`src/pctd_pkg.sv`:
```
`timescale 1ns / 1ps
// ----------------------------------------------------------------------------
// Prefix code tree decoder package
// Field layout of the stream channels, result kinds, actions, and the
// command and status bundles between the controller and the datapath.
// ----------------------------------------------------------------------------
package pctd_pkg;

  localparam int ACTION_W  = 2;
  localparam int SYMBOL_W  = 8;
  localparam int CODE_W    = 16;
  localparam int LEN_W     = 5;
  localparam int BYTE_W    = 8;
  localparam int VBITS_W   = 4;
  localparam int KIND_W    = 2;

  localparam int SYM_LSB   = 0;
  localparam int CODE_LSB  = SYM_LSB + SYMBOL_W;
  localparam int LEN_LSB   = CODE_LSB + CODE_W;
  localparam int BYTE_LSB  = LEN_LSB + LEN_W;
  localparam int VBITS_LSB = BYTE_LSB + BYTE_W;
  localparam int IN_DATA_W = 48;
  localparam int OUT_DATA_W = SYMBOL_W;

  localparam logic [VBITS_W-1:0] BYTE_BITS = VBITS_W'(8);

  localparam logic [ACTION_W-1:0] ACT_ADD    = 2'd0;
  localparam logic [ACTION_W-1:0] ACT_DECODE = 2'd1;
  localparam logic [ACTION_W-1:0] ACT_CLEAR  = 2'd2;

  localparam logic [KIND_W-1:0] KIND_SYMBOL  = 2'd0;
  localparam logic [KIND_W-1:0] KIND_INVALID = 2'd1;
  localparam logic [KIND_W-1:0] KIND_FULL    = 2'd2;
  localparam logic [KIND_W-1:0] KIND_DONE    = 2'd3;

  localparam logic [1:0] RD_NODE = 2'd0;
  localparam logic [1:0] RD_WALK = 2'd1;
  localparam logic [1:0] RD_NEXT = 2'd2;

  typedef struct packed {
    logic              load;
    logic              clear_tree;
    logic [1:0]        rd_sel;
    logic              add_follow;
    logic              add_create;
    logic              add_zero;
    logic              dec_load_cur;
    logic              dec_invalid;
    logic              dec_leaf;
    logic              dec_descend;
    logic              produce;
    logic [KIND_W-1:0] produce_kind;
    logic              flush;
  } cmd_t;

  typedef struct packed {
    logic [ACTION_W-1:0] in_action;
    logic                in_len_zero;
    logic                in_nbits_zero;
    logic                add_link_zero;
    logic                full;
    logic                add_last;
    logic                dec_next_zero;
    logic                dec_leaf;
    logic                dec_last;
    logic                pend_valid;
    logic                slot_free;
  } status_t;

endpackage

```
`src/pctd_ctrl.sv`:
```
`timescale 1ns / 1ps
// ----------------------------------------------------------------------------
// Prefix code tree decoder controller
// Sequences code loads, tree clears and bitwise decode walks.
// ----------------------------------------------------------------------------
module pctd_ctrl import pctd_pkg::*; (
  input  logic    clk,
  input  logic    rst,
  input  logic    s_valid,
  output logic    s_ready,
  input  status_t st,
  output cmd_t    cmd
);

  localparam logic [3:0] S_IDLE      = 4'd0;
  localparam logic [3:0] S_ADD_RD    = 4'd1;
  localparam logic [3:0] S_ADD_EV    = 4'd2;
  localparam logic [3:0] S_ADD_ZERO  = 4'd3;
  localparam logic [3:0] S_DEC_FETCH = 4'd4;
  localparam logic [3:0] S_DEC_LOAD  = 4'd5;
  localparam logic [3:0] S_DEC_STEP  = 4'd6;
  localparam logic [3:0] S_DEC_CHECK = 4'd7;
  localparam logic [3:0] S_FINISH    = 4'd8;

  logic [3:0] state;
  logic [3:0] state_next;
  logic       can_produce;

  assign can_produce = !st.pend_valid || st.slot_free;
  assign s_ready     = (state == S_IDLE);

  always_comb begin
    cmd        = '0;
    cmd.rd_sel = RD_NODE;
    state_next = state;
    case (state)
      S_IDLE: begin
        if (s_valid) begin
          cmd.load = 1'b1;
          case (st.in_action)
            ACT_ADD: begin
              if (st.in_len_zero) begin
                cmd.produce      = 1'b1;
                cmd.produce_kind = KIND_DONE;
                state_next       = S_FINISH;
              end else begin
                state_next = S_ADD_RD;
              end
            end
            ACT_DECODE: begin
              if (!st.in_nbits_zero) begin
                state_next = S_DEC_FETCH;
              end
            end
            ACT_CLEAR: begin
              cmd.clear_tree   = 1'b1;
              cmd.produce      = 1'b1;
              cmd.produce_kind = KIND_DONE;
              state_next       = S_FINISH;
            end
            default: begin
              state_next = S_IDLE;
            end
          endcase
        end
      end
      S_ADD_RD: begin
        state_next = S_ADD_EV;
      end
      S_ADD_EV: begin
        if (!st.add_link_zero) begin
          cmd.add_follow = 1'b1;
          if (st.add_last) begin
            cmd.produce      = 1'b1;
            cmd.produce_kind = KIND_DONE;
            state_next       = S_FINISH;
          end else begin
            state_next = S_ADD_RD;
          end
        end else if (st.full) begin
          cmd.produce      = 1'b1;
          cmd.produce_kind = KIND_FULL;
          state_next       = S_FINISH;
        end else begin
          cmd.add_create = 1'b1;
          state_next     = S_ADD_ZERO;
        end
      end
      S_ADD_ZERO: begin
        cmd.add_zero = 1'b1;
        if (st.add_last) begin
          cmd.produce      = 1'b1;
          cmd.produce_kind = KIND_DONE;
          state_next       = S_FINISH;
        end else begin
          state_next = S_ADD_RD;
        end
      end
      S_DEC_FETCH: begin
        cmd.rd_sel = RD_WALK;
        state_next = S_DEC_LOAD;
      end
      S_DEC_LOAD: begin
        cmd.rd_sel       = RD_WALK;
        cmd.dec_load_cur = 1'b1;
        state_next       = S_DEC_STEP;
      end
      S_DEC_STEP: begin
        cmd.rd_sel = RD_NEXT;
        if (st.dec_next_zero) begin
          if (can_produce) begin
            cmd.produce      = 1'b1;
            cmd.produce_kind = KIND_INVALID;
            cmd.dec_invalid  = 1'b1;
            state_next       = st.dec_last ? S_FINISH : S_DEC_STEP;
          end
        end else begin
          state_next = S_DEC_CHECK;
        end
      end
      S_DEC_CHECK: begin
        cmd.rd_sel = RD_NEXT;
        if (st.dec_leaf) begin
          if (can_produce) begin
            cmd.produce      = 1'b1;
            cmd.produce_kind = KIND_SYMBOL;
            cmd.dec_leaf     = 1'b1;
            state_next       = st.dec_last ? S_FINISH : S_DEC_STEP;
          end
        end else begin
          cmd.dec_descend = 1'b1;
          state_next      = st.dec_last ? S_FINISH : S_DEC_STEP;
        end
      end
      S_FINISH: begin
        if (!st.pend_valid) begin
          state_next = S_IDLE;
        end else if (st.slot_free) begin
          cmd.flush  = 1'b1;
          state_next = S_IDLE;
        end
      end
      default: begin
        state_next = S_IDLE;
      end
    endcase
  end

  always_ff @(posedge clk) begin
    if (rst) begin
      state <= S_IDLE;
    end else begin
      state <= state_next;
    end
  end

endmodule

```
`config.mk`:
```
export PLATFORM = sky130hd
export DESIGN_NAME = pctd_ctrl
export DESIGN_NICKNAME = d
export VERILOG_FILES = /design/src/pctd_pkg.sv /design/src/pctd_ctrl.sv
export SDC_FILE = /design/constraint.sdc
export NUM_CORES = 1
export LEC_CHECK = 0
export ABC_AREA = 1
export BUFFER_PORTS_ARGS = -buffer_cell sky130_fd_sc_hd__buf_4
export CAP_MARGIN = 30
export CORE_AREA = 10 10 47 49
export CTS_BUF_LIST = sky130_fd_sc_hd__clkbuf_4 sky130_fd_sc_hd__clkbuf_8
export CTS_CLUSTER_SIZE = 28
export DETAILED_ROUTE_END_ITERATION = 8
export DIE_AREA = 0 0 57 59
export GPL_ROUTABILITY_DRIVEN = 0
export PLACE_DENSITY = 0.72
export SYNTH_ARGS = -nofsm -noshare
export SYNTH_HDL_FRONTEND = slang
export SYNTH_SLANG_ARGS = --single-unit
```
`constraint.sdc`:
```
create_clock -name clk -period 1.85 [get_ports clk]
set_input_delay 0.555 -clock clk [delete_from_list [all_inputs] [get_ports clk]]
set_output_delay 0.555 -clock clk [all_outputs]
set_load 0.02 [all_outputs]
```
== Yosys cells after proc, flatten, opt, wreduce, memory -nomap -nowiden ==
Index checks and enable logic that the tools add are counted.

* Shifts and indexed selects: 0
* Reductions and logical operators: 7
* $add $sub $neg: 0
* $lt $le $gt $ge: 0
* Div/mod/pow operators: 0
* Multipliers: 0
* Equal/unequal tests: 13
* Muxes and demuxes: 44
* Bitwise logic cells: 0

{| class="wikitable"
|+ Operators by type and width
! operator !! count
|-
| two-way mux 4 bit || 12
|-
| case mux 4 bit (9 select lines) || 1
|-
| two-way mux 3 bit || 9
|-
| == test 4 x 3 -> 1 bit, second input constant || 4
|-
| case mux 3 bit (5 select lines) || 1
|-
| two-way mux 1 bit || 14
|-
| case mux 4 bit (3 select lines) || 1
|-
| == test 4 x 2 -> 1 bit, second input constant || 2
|-
| two-way mux 2 bit || 4
|-
| inequality test 3 bit, second input constant || 2
|-
| case mux 3 bit (2 select lines) || 1
|-
| == test 4 x 1 -> 1 bit, second input constant || 1
|-
| == test 4 bit, second input constant || 1
|-
| logical NOT 4 bit || 1
|-
| case mux 2 bit (2 select lines) || 1
|-
| OR reduction 2 bit || 2
|-
| AND reduction 3 bit || 1
|-
| == test 2 x 1 -> 1 bit, second input constant || 1
|-
| == test 2 bit, second input constant || 1
|-
| logical NOT 2 bit || 1
|-
| inequality test 2 bit, second input constant || 1
|-
| logical NOT 1 bit || 1
|-
| logical OR 1 bit || 1
|}

* Memories kept: 0
* Register bits: 4
* Input bits: 15
* Word-level logic and storage cells: 65
* Output and inout bits: 16
* Memory bits (read-only): 0
* Memory bits (writable): 0
* Bits in latches: 0

== Logic depth before layout (Yosys ltp) ==
Gate-level depths: netlist of run 1.

* Depth after elaboration: 5
* Mapped depth: 9
* Depth with buffers taken out: 9

== Worst setup path before layout of run 1 ==
No wires, ideal clock.

* Path kind: input -> output
* Start: input st[7] (netlist bit)
* End: output cmd[1] (netlist bit)
* Arrival time: 1467 ps
* Slack: -172 ps
* Path buffers: 0
* Data required time: 1295 ps
* Cell stages on the path: 3
* Cells stage by stage: nor3_1 a21oi_1 nand3b_1

{| class="wikitable"
|+ RTL lines
! element !! line !! source
|-
| start, declared || pctd_ctrl.sv:11 || <nowiki>input status_t st,</nowiki>
|-
| end, declared || pctd_ctrl.sv:12 || <nowiki>output cmd_t cmd</nowiki>
|}

==> results of run 1 <==
## logic make-up (layout without fill, tap and decap cells)
logic type	after synthesis	in the layout	synth area share (%)
flip-flops	4	4	15.3
AND/OR/NAND/NOR	70	70	62.1
AO/OA/AOI/OAI	9	9	9.78
buffers and inverters	18	59	12.9
## per-layer routing
| layer | part of all wire, % | global-route usage (%) | vias to the layer above |
|---|---|---|---|
| met5 | 0 | 0 | - |
| met4 | 0 | 2.68 | 0 |
| met3 | 5.6 | 2.15 | 0 |
| met2 | 56 | 21.1 | 27 |
| met1 | 39 | 12.2 | 351 |
| li1 | - | - | 408 |
## layout make-up
type,instances,area share [%]
tap,16,2.08
sequential,4,9.61
clock buffer,3,2.34
inverter,18,7.27
multi-input combinational,79,48.7
timing repair buffer,38,30.0
## report_power, final
part | switching (uW) | internal [uW]
clock network | 31.5 | 72.3
registers | 10.5 | 91.4
logic | 128 | 97.9
total | 170 | 262
## through the flow
step / TNS (ps) / hold slack [ps]
global route: -268 / 497
global placement: -209 / 705
detailed placement: -356 / 716
floorplan: -18.5 / 566
CTS: -1.28 / 501
finish: -12.3 / 507
## path summary, 6_finish.rpt
| check | cells past startpoint | end |
|---|---|---|
| setup reg to reg | 10 | state[3]$_SDFFE_PP0P_ |
| hold reg to reg | 3 | state[3]$_SDFFE_PP0P_ |
| setup / recovery | 9 | cmd[3] |
| hold / removal | 2 | state[0]$_SDFFE_PP0P_ |
## critical path, cell delays in order
cell     delay, ps
buf_4          110
inv_1           50
nand2_2         50
nand2_1         50
nand2_1         80
nand2_1         80
nor2_2         110
nand2_1         60
buf_4          150
## repair_timing
| item | 4_1_cts | 5_1_grt |
|---|---|---|
| hold buffers | 0 | 0 |
| pin swaps | 8 | 2 |
| cloned | 0 | 0 |
| buffers inserted | 0 | 1 |
| setup endpoints to repair | 6 | 5 |
| gates resized for setup | 28 | 6 |
## cells in the mapped netlist (3+ instances only)
| cell type | number |
|---|---|
| inv_1 | 15 |
| nor2_2 | 4 |
| nor3_1 | 4 |
| inv_2 | 3 |
| a21oi_1 | 3 |
| nand4_1 | 3 |
| nand3_1 | 9 |
| dfxtp_1 | 4 |
| nand2_1 | 26 |
| nor2_1 | 17 |
| o21ai_0 | 3 |
==> summary.md, run 1 <==
| Metric | Value |
|---|---|
| FF+latch count, synth | 4 |
| Static leakage | 0.000529 uW |
| Final setup vio count | 2 |
| H-tree depth | 1 |
| Drt first pass iters | 4 |
| Vias | 786 |
| Peak VDD IR | 0.000435 V |
| Clock slew seen by the registers of the worst setup and hold paths | ~40 ps |
| Area of the core | about 1400 sq um |
| # rows | 14 |
| Die area | 3360 sq um |
| Leading cell type in the layout, fill and taps excluded | buf_4 |
| Routed Antenna Nets | 0 |
| RSZ-0062 raised after global routing | true |
| Fin nets | 159 |
| 1st-iter DRT viols | 15 |
| Synth warn | 0 |
| Wire per inst | 12.8 um |
| WL final | ~2000 um |
| Worst EP arrival | 1310 ps |
| Seq. cell area | 92.6 sq um |
| Fmax | 538 MHz |
| Root Driver | clkbuf_4 |
| Global Route Usage Sum | 11.1% |
| Post-route minimum period | 1860 ps |
| Initial Utilization | between 30% and 40% |
| DR vias/cell | between 4 and 5 |
| Startpoint Class | input port |
| Post-placement worst setup slack | -128 ps |
| Clock latency on the worst-skew pair | 230 ps |
| Synth cell types | 21 |
| Tot Pwr | roughly 430 uW |
| Diode count | 0 |
| Share of layout cells above drive strength 1 | 53.5% |
| Design area | between 900 and 1000 sq um |
| Slew Limit Headroom | ~83% |
| Power density cells | approximately 450 nW/um^2 |
| Area share of the largest cell type after synthesis | 18.6% |
| Seq/Total Area, Yosys | 15.3% |
| Setup Skew | roughly 2.7 ps |
| Hold/Removal Path Class | in -> reg |
| Synth async-reset ratio | 0% |
| DP Area | around 830 sq um |
| EDFF count, synth | 0 |
| WS Path Type | in -> out |
| Layout area overhead | 83.8% |
| Hold Path Origin | rst |
| Synthesized cell area | 524 sq um |
| Hpwl dp | 1660 um |
| Regs by FF count | state: 4 flops |
| CTS tree | built |
| Most frequent cells in the layout | buf_4 (37), nand2_1 (22), inv_1 (11) |
| Crit-path max FO | 4 |
| Placed instance count | 154 |
| First-pass GRT wire length | 3220 um |
| Die height | between 50 and 60 um |
| Final cycle utilization of the critical path | 101% |
| Max-capacitance violation count | 0 |
| Vias in the first global route | roughly 800 |
| CP required | 1290 ps |
| Status | finished, violations left |
| Worst R2R Start | state[0]$_SDFFE_PP0P_ |
| Syn Nets | 116 |
| GR Overflow Total | 0 |
| Largest register FFs | 4 |
| Main flop type after synthesis | dfxtp_1 |
| Final core area utilization | 68.8% |
| Violated checks | negative setup slack |
| Crit path launch | st[7] |
| Biggest register | state |
| CTS buffer count | 3 |
| Multi-input logic area | 469 sq um |
| Clk sink count | 4 |
| Synth top area cells | nand2_1 (19%), dfxtp_1 (15%), nor2_1 (12%), inv_1 (11%), nand3_1 (8.6%) |
| Finished Layout Cells | 158 |
| DRC violations left | 0 |
| CP endpoint kind | output pin |
| Synthesized instance count | 101 |
| Syn_area_per_cell | 5.19 sq um |
| I/O Buffers | 30 |
| Synth area leader | nand2_1 |
| Max Slew Vio Count | 0 |
| IO Pins | 31 |
| Worst Tran Pin Value | around 250 ps |
| Final setup margin | -10.2 ps |
| Die width | 57 um |
| Hold Vio Cnt, Final | 0 |
| Setup slack, reg-to-reg | 510 ps |
| FILL cells | 135 |
| Largest net degree at the start of global routing | 8 |
| Initial antenna violation count | 0 |
| Clock Tree Buf Depth | 2 |
(Power assumes the default switching activity.)
==> run 2: changes to the inputs <==
--- a/config.mk
+++ b/config.mk
@@ -15,6 +15,7 @@
 export DIE_AREA = 0 0 57 59
 export GPL_ROUTABILITY_DRIVEN = 0
 export PLACE_DENSITY = 0.72
+export SKIP_CTS_REPAIR_TIMING = 1
 export SYNTH_ARGS = -nofsm -noshare
 export SYNTH_HDL_FRONTEND = slang
 export SYNTH_SLANG_ARGS = --single-unit
==> run 2 against run 1 <==
The run still ends with negative setup slack left. Clock power hardly changed. Maximum frequency decreased by 1.9%. Sequential cell count is the same. Core utilization is 1.1 points lower. Clock-buffer cell count unchanged. Total power decreased by 1.0%. Register-to-register slack is essentially flat. Critical path depth shrank 3. Clock skew hardly changed. Worst setup slack worse by 37 ps. Die area is the same. Critical endpoint is now cmd[1].
==> summary.md, run 2 (synthesized netlist as in run 1, its figures left out) <==
| Metric | Value |
|---|---|
| CTS tree | built |
| IO Pins | 31 |
| Die area | 3360 sq um |
| GR Overflow Total | 0 |
| Fmax | approximately 530 MHz |
| Hold EP | state[0]$_SDFFE_PP0P_ |
| Clk sink count | 4 |
| Final core area utilization | around 68% |
| Global Route Usage Sum | approximately a tenth |
| Hold Vio Cnt, Final | 0 |
| Max Slew Vio Count | 0 |
| Post-route minimum period | 1900 ps |
| CTS buffer count | 3 |
| Status | finished, violations left |
| DRC violations left | 0 |
| Worst EP arrival | 1340 ps |
| FILL cells | 131 |
| Regs by FF count | state: 4 flops |
| Largest net degree at the start of global routing | 8 |
| Worst Tran Pin Value | 264 ps |
| Biggest register | state |
| Diode count | 0 |
| Vias | 769 |
| Routed length on met2 | 1080 um |
| Final setup margin | -47.1 ps |
| Seq. cell area | 92.6 sq um |
| Setup slack, reg-to-reg | 500 ps |
| Max-capacitance violation count | 0 |
| Hpwl dp | 1660 um |
| Post-placement worst setup slack | -128 ps |
| Clock slew seen by the registers of the worst setup and hold paths | approximately 40 ps |
| DP Area | approximately 830 sq um |
| Peak VDD IR | between 0.0004 and 0.0005 V |
| Worst R2R Start | state[0]$_SDFFE_PP0P_ |
| WL final | about 2000 um |
| Worst Hold Depth | 2 |
| Share of layout cells above drive strength 1 | 49.7% |
| DR vias/cell | 4.84 |
| # rows | 14 |
| Hold Path Origin | rst |
| Final setup vio count | 4 |
| RSZ-0062 raised after global routing | true |
| Drt first pass iters | 4 |
| Leading cell type in the layout, fill and taps excluded | buf_4 |
| Fin nets | 160 |
| Routed Antenna Nets | 0 |
| Most frequent cells in the layout | buf_4 (38), nand2_1 (25), inv_1 (13) |
| Max Used Layer | met4 |
| WS Path Type | reg -> out |
| Crit-path max FO | 4 |
| Area of the core | between 1000 and 1500 sq um |
| Layout area overhead | 80.9% |
| Hold slack final | between 500 and 600 ps |
| Power density cells | 450 nW/um^2 |
| Vias in the first global route | roughly 730 |
| Initial Utilization | a little under two fifths |
| I/O Buffers | 30 |
| Die height | 59 um |
| Setup Skew | 2.53 ps |
| Multi-input logic area | 447 sq um |
| Violated checks | negative setup slack |
| Initial antenna violation count | 0 |
| Startpoint Class | flop |
| Hold/Removal Path Class | in -> reg |
| Slew Limit Headroom | about 82% |
| Routed wl met3 | 75 um |
| Terminus of the critical flop-to-flop path | state[3]$_SDFFE_PP0P_ |
| Final cycle utilization of the critical path | 103% |
| First-pass GRT wire length | 2980 um |
| H-tree depth | 1 |
| Clock Tree Buf Depth | 2 |
| 1st-iter DRT viols | 9 |
| Root Driver | clkbuf_4 |
| Largest register FFs | 4 |
| Static leakage | 0.000538 uW |
| Die width | approximately 57 um |
| Design area | ~950 sq um |
| Wire per inst | 12.8 um |
| CP required | 1290 ps |
| CP endpoint kind | output pin |
| Clock latency on the worst-skew pair | 230 ps |
| WL met1 | 870 um |
| Worst R2R Path Depth | 10 |
## run 2: changes by cell type in the layout (fill, tap and decap cells not counted)
cell and delta:
o21ai_2 +1, inv_2 -2, o21ai_4 -1, nand2_1 +3, inv_1 +2, nand2_2 -3
nor2_1 +1, buf_4 +1, nor2_4 -1
## run 2: worst max-delay path, cell delays in order (launching register included)
cell	delay, ps
dfxtp_2	390
inv_4	70
nor2_4	140
nand3_2	120
nor2_4	150
nand3b_1	140
buf_6	120
## run 2: area by class of cell
type                    instances  area share, %
clock buffers                   3           2.37
flip-flops and latches          4           9.76
repair buffers                 39           31.3
multi-input cells              79           47.1
inverters                      18           7.39
well taps                      16           2.11
## run 2: where the power goes
part / total [uW] / leakage (uW) / internal, uW / switching (uW)
Combinational: 219 / 0.000489 / 97.5 / 122
Clock: 104 / 0.0000138 / 72.3 / 31.4
Sequential: 104 / 0.0000352 / 91.4 / 12.6
Total: 427 / 0.000538 / 261 / 166
## run 2: metal layers
metal | track usage [%] | up-vias
met5 | 0 | -
met4 | 2.01 | 0
met3 | 2.15 | 2
met2 | 19.4 | 23
met1 | 11.4 | 336
li1 | - | 408
## run 2: worst max path at each step
stage	from	end	slack, ps	cells past startpoint
2_1_floorplan	st[0]	cmd[1]	-20	5
4_1_cts	state[0]$_SDFFE_PP0P_	cmd[1]	-210	6
3_5_place_dp	st[10]	cmd[1]	-130	7
3_3_place_gp	st[10]	cmd[1]	-80	7
6_report	state[2]$_SDFFE_PP0P_	cmd[1]	-50	6
5_1_grt	state[2]$_SDFFE_PP0P_	cmd[1]	-130	6
## run 2: per-stage QoR
stage                     cells  setup TNS [ps]  total power [uW]
after global routing        159            -499               462
after CTS                   157            -678               409
after detailed placement    154            -356               301
after global placement      154            -209               298
after floorplan             101           -18.5               205
final                       159            -100               427
==> run 3: changes to the inputs <==
--- a/config.mk
+++ b/config.mk
@@ -15,6 +15,7 @@
 export DIE_AREA = 0 0 57 59
 export GPL_ROUTABILITY_DRIVEN = 0
 export PLACE_DENSITY = 0.72
+export SETUP_SLACK_MARGIN = 0.1
 export SKIP_CTS_REPAIR_TIMING = 1
 export SYNTH_ARGS = -nofsm -noshare
 export SYNTH_HDL_FRONTEND = slang
==> run 3 against run 2 <==
The run still ends with negative setup slack left. Global-route usage is 0.23 points lower. Sequential power hardly changed. Maximum frequency is 0.84% lower. Largest power group unchanged. Critical path type unchanged. Combinational power is 22% higher.
==> summary.md, run 3 (synthesized netlist as in run 1, its figures left out) <==
| Metric | Value |
|---|---|
| Hold/Removal Path Class | in -> reg |
| First-pass GRT wire length | around 2800 um |
| DR vias/cell | 5.06 |
| Final setup margin | -63.2 ps |
| RSZ-0062 raised after global routing | true |
| Initial Utilization | 37.4% |
| Layout area overhead | 107% |
| Seq. cell area | 92.6 sq um |
| Vias in the first global route | 721 |
| Hold slack final | 490 ps |
| Wire per inst | 13.7 um |
| Area of the core | 1400 sq um |
| Crit path cell chain | nor2_4, nand2_2, buf_6, nor2_4, and3_4, buf_6 |
| CTS buffer count | 3 |
| Placed instance count | between 150 and 200 |
| # rows | 14 |
| Crit path to | cmd[13] |
| Drt first pass iters | 4 |
| Share of layout cells above drive strength 1 | roughly three fifths |
| Fin nets | 168 |
| DRC violations left | 0 |
| Finished Layout Cells | between 150 and 200 |
| Die height | 59 um |
| H-tree depth | 1 |
| Largest net degree at the start of global routing | 8 |
| Final core area utilization | 77.4% |
| Clock slew seen by the registers of the worst setup and hold paths | 40 ps |
| Worst EP arrival | 1360 ps |
| Leading cell type in the layout, fill and taps excluded | buf_4 |
| Clk sink count | 4 |
| Peak VDD IR | about 0.00043 V |
| FILL cells | 104 |
| Post-route minimum period | 1910 ps |
| Worst R2R Path Depth | 9 |
| Static leakage | 0.000587 uW |
| Fmax | around 520 MHz |
| CP max stage delay | 370 ps |
| Die area | 3360 sq um |
| Root Driver | clkbuf_4 |
| Crit-path max FO | 6 |
| Violated checks | negative setup slack |
| Global Route Usage Sum | 10.0% |
| CP endpoint kind | output pin |
| IO Pins | 31 |
| Design area | 1080 sq um |
| Diode count | 0 |
| Crit path launch | state[0]$_SDFFE_PP0P_ |
| Hpwl dp | 1630 um |
| Biggest register | state |
| Vias | 845 |
| I/O Buffers | 30 |
| Worst R2R Start | state[0]$_SDFFE_PP0P_ |
| Max-capacitance violation count | 0 |
| Clock latency on the worst-skew pair | 230 ps |
| Final cycle utilization of the critical path | 103% |
| Startpoint Class | flop |
| Terminus of the critical flop-to-flop path | state[0]$_SDFFE_PP0P_ |
| DP Area | 885 sq um |
| Status | finished, violations left |
| 1st-iter DRT viols | 10 |
| Clock Tree Buf Depth | 2 |
| GR Overflow Total | 0 |
| Die width | between 50 and 60 um |
| Hold Vio Cnt, Final | 0 |
| WS Path Type | reg -> out |
| WL final | 2290 um |
| Power density cells | 438 nW/um^2 |
| Final setup vio count | 4 |
| Largest register FFs | 4 |
| Initial antenna violation count | 0 |
| Max stage delay cell, worst path | dfxtp_4 |
| Post-placement worst setup slack | -101 ps |
| Max Slew Vio Count | 0 |
| Routed Antenna Nets | 0 |
| Setup slack, reg-to-reg | ~400 ps |
| Most frequent cells in the layout | buf_4 (42), nand2_1 (20), inv_1 (11) |
| CP required | 1290 ps |
| CTS tree | built |
| Slew Limit Headroom | 81.4% |
| Setup Skew | 7.18 ps |
| Worst Tran Pin Value | 276 ps |
| Regs by FF count | state: 4 flops |
| Multi-input logic area | ~510 sq um |
==> run 3: final cells by class <==
class	count	share of cell area [%]
Clock buffer	3	2.08
Sequential cell	4	8.54
Timing Repair Buffer	47	34.3
Multi-Input combinational cell	79	46.8
Tap cell	16	1.85
Inverter	18	6.46
==> run 3: worst min path at each step <==
stage                          start                    end  slack [ps]  depth (start not counted)
2_1_floorplan  state[3]$_SDFFE_PP0P_  state[3]$_SDFFE_PP0P_         570                          2
3_5_place_dp   state[3]$_SDFFE_PP0P_  state[1]$_SDFFE_PP0P_         680                          5
5_1_grt                          rst  state[0]$_SDFFE_PP0P_         480                          2
6_report                         rst  state[0]$_SDFFE_PP0P_         490                          2
4_1_cts                          rst  state[0]$_SDFFE_PP0P_         490                          2
3_3_place_gp   state[3]$_SDFFE_PP0P_  state[2]$_SDFFE_PP0P_         670                          4
==> run 3: power breakdown <==
part	internal [uW]	switching (uW)
Combinational	123	145
Clock	72.3	31.8
Sequential	91.2	11.8
Total	287	188
==> run 3: metrics by stage <==
step                      power, uW  TNS, ps
final                           475     -126
after global routing            514     -661
after CTS                       415     -849
after detailed placement        306     -299
after global placement          304     -226
after floorplan                 208        0
==> run 3: metal layers <==
metal	wire, um	GRT usage [%]	up-vias
li1	-	-	427
met4	15	4.36	0
met5	0	0	-
met2	1280	18.1	26
met3	111	3.43	2
met1	877	10.2	390
==> run 3: worst max-delay path, delay by kind of cell (launching register included) <==
kind / cells / cell delay [ps]
buffers and inverters: 2 / 240
flip-flops: 1 / 370
AND/OR/NAND/NOR: 4 / 510
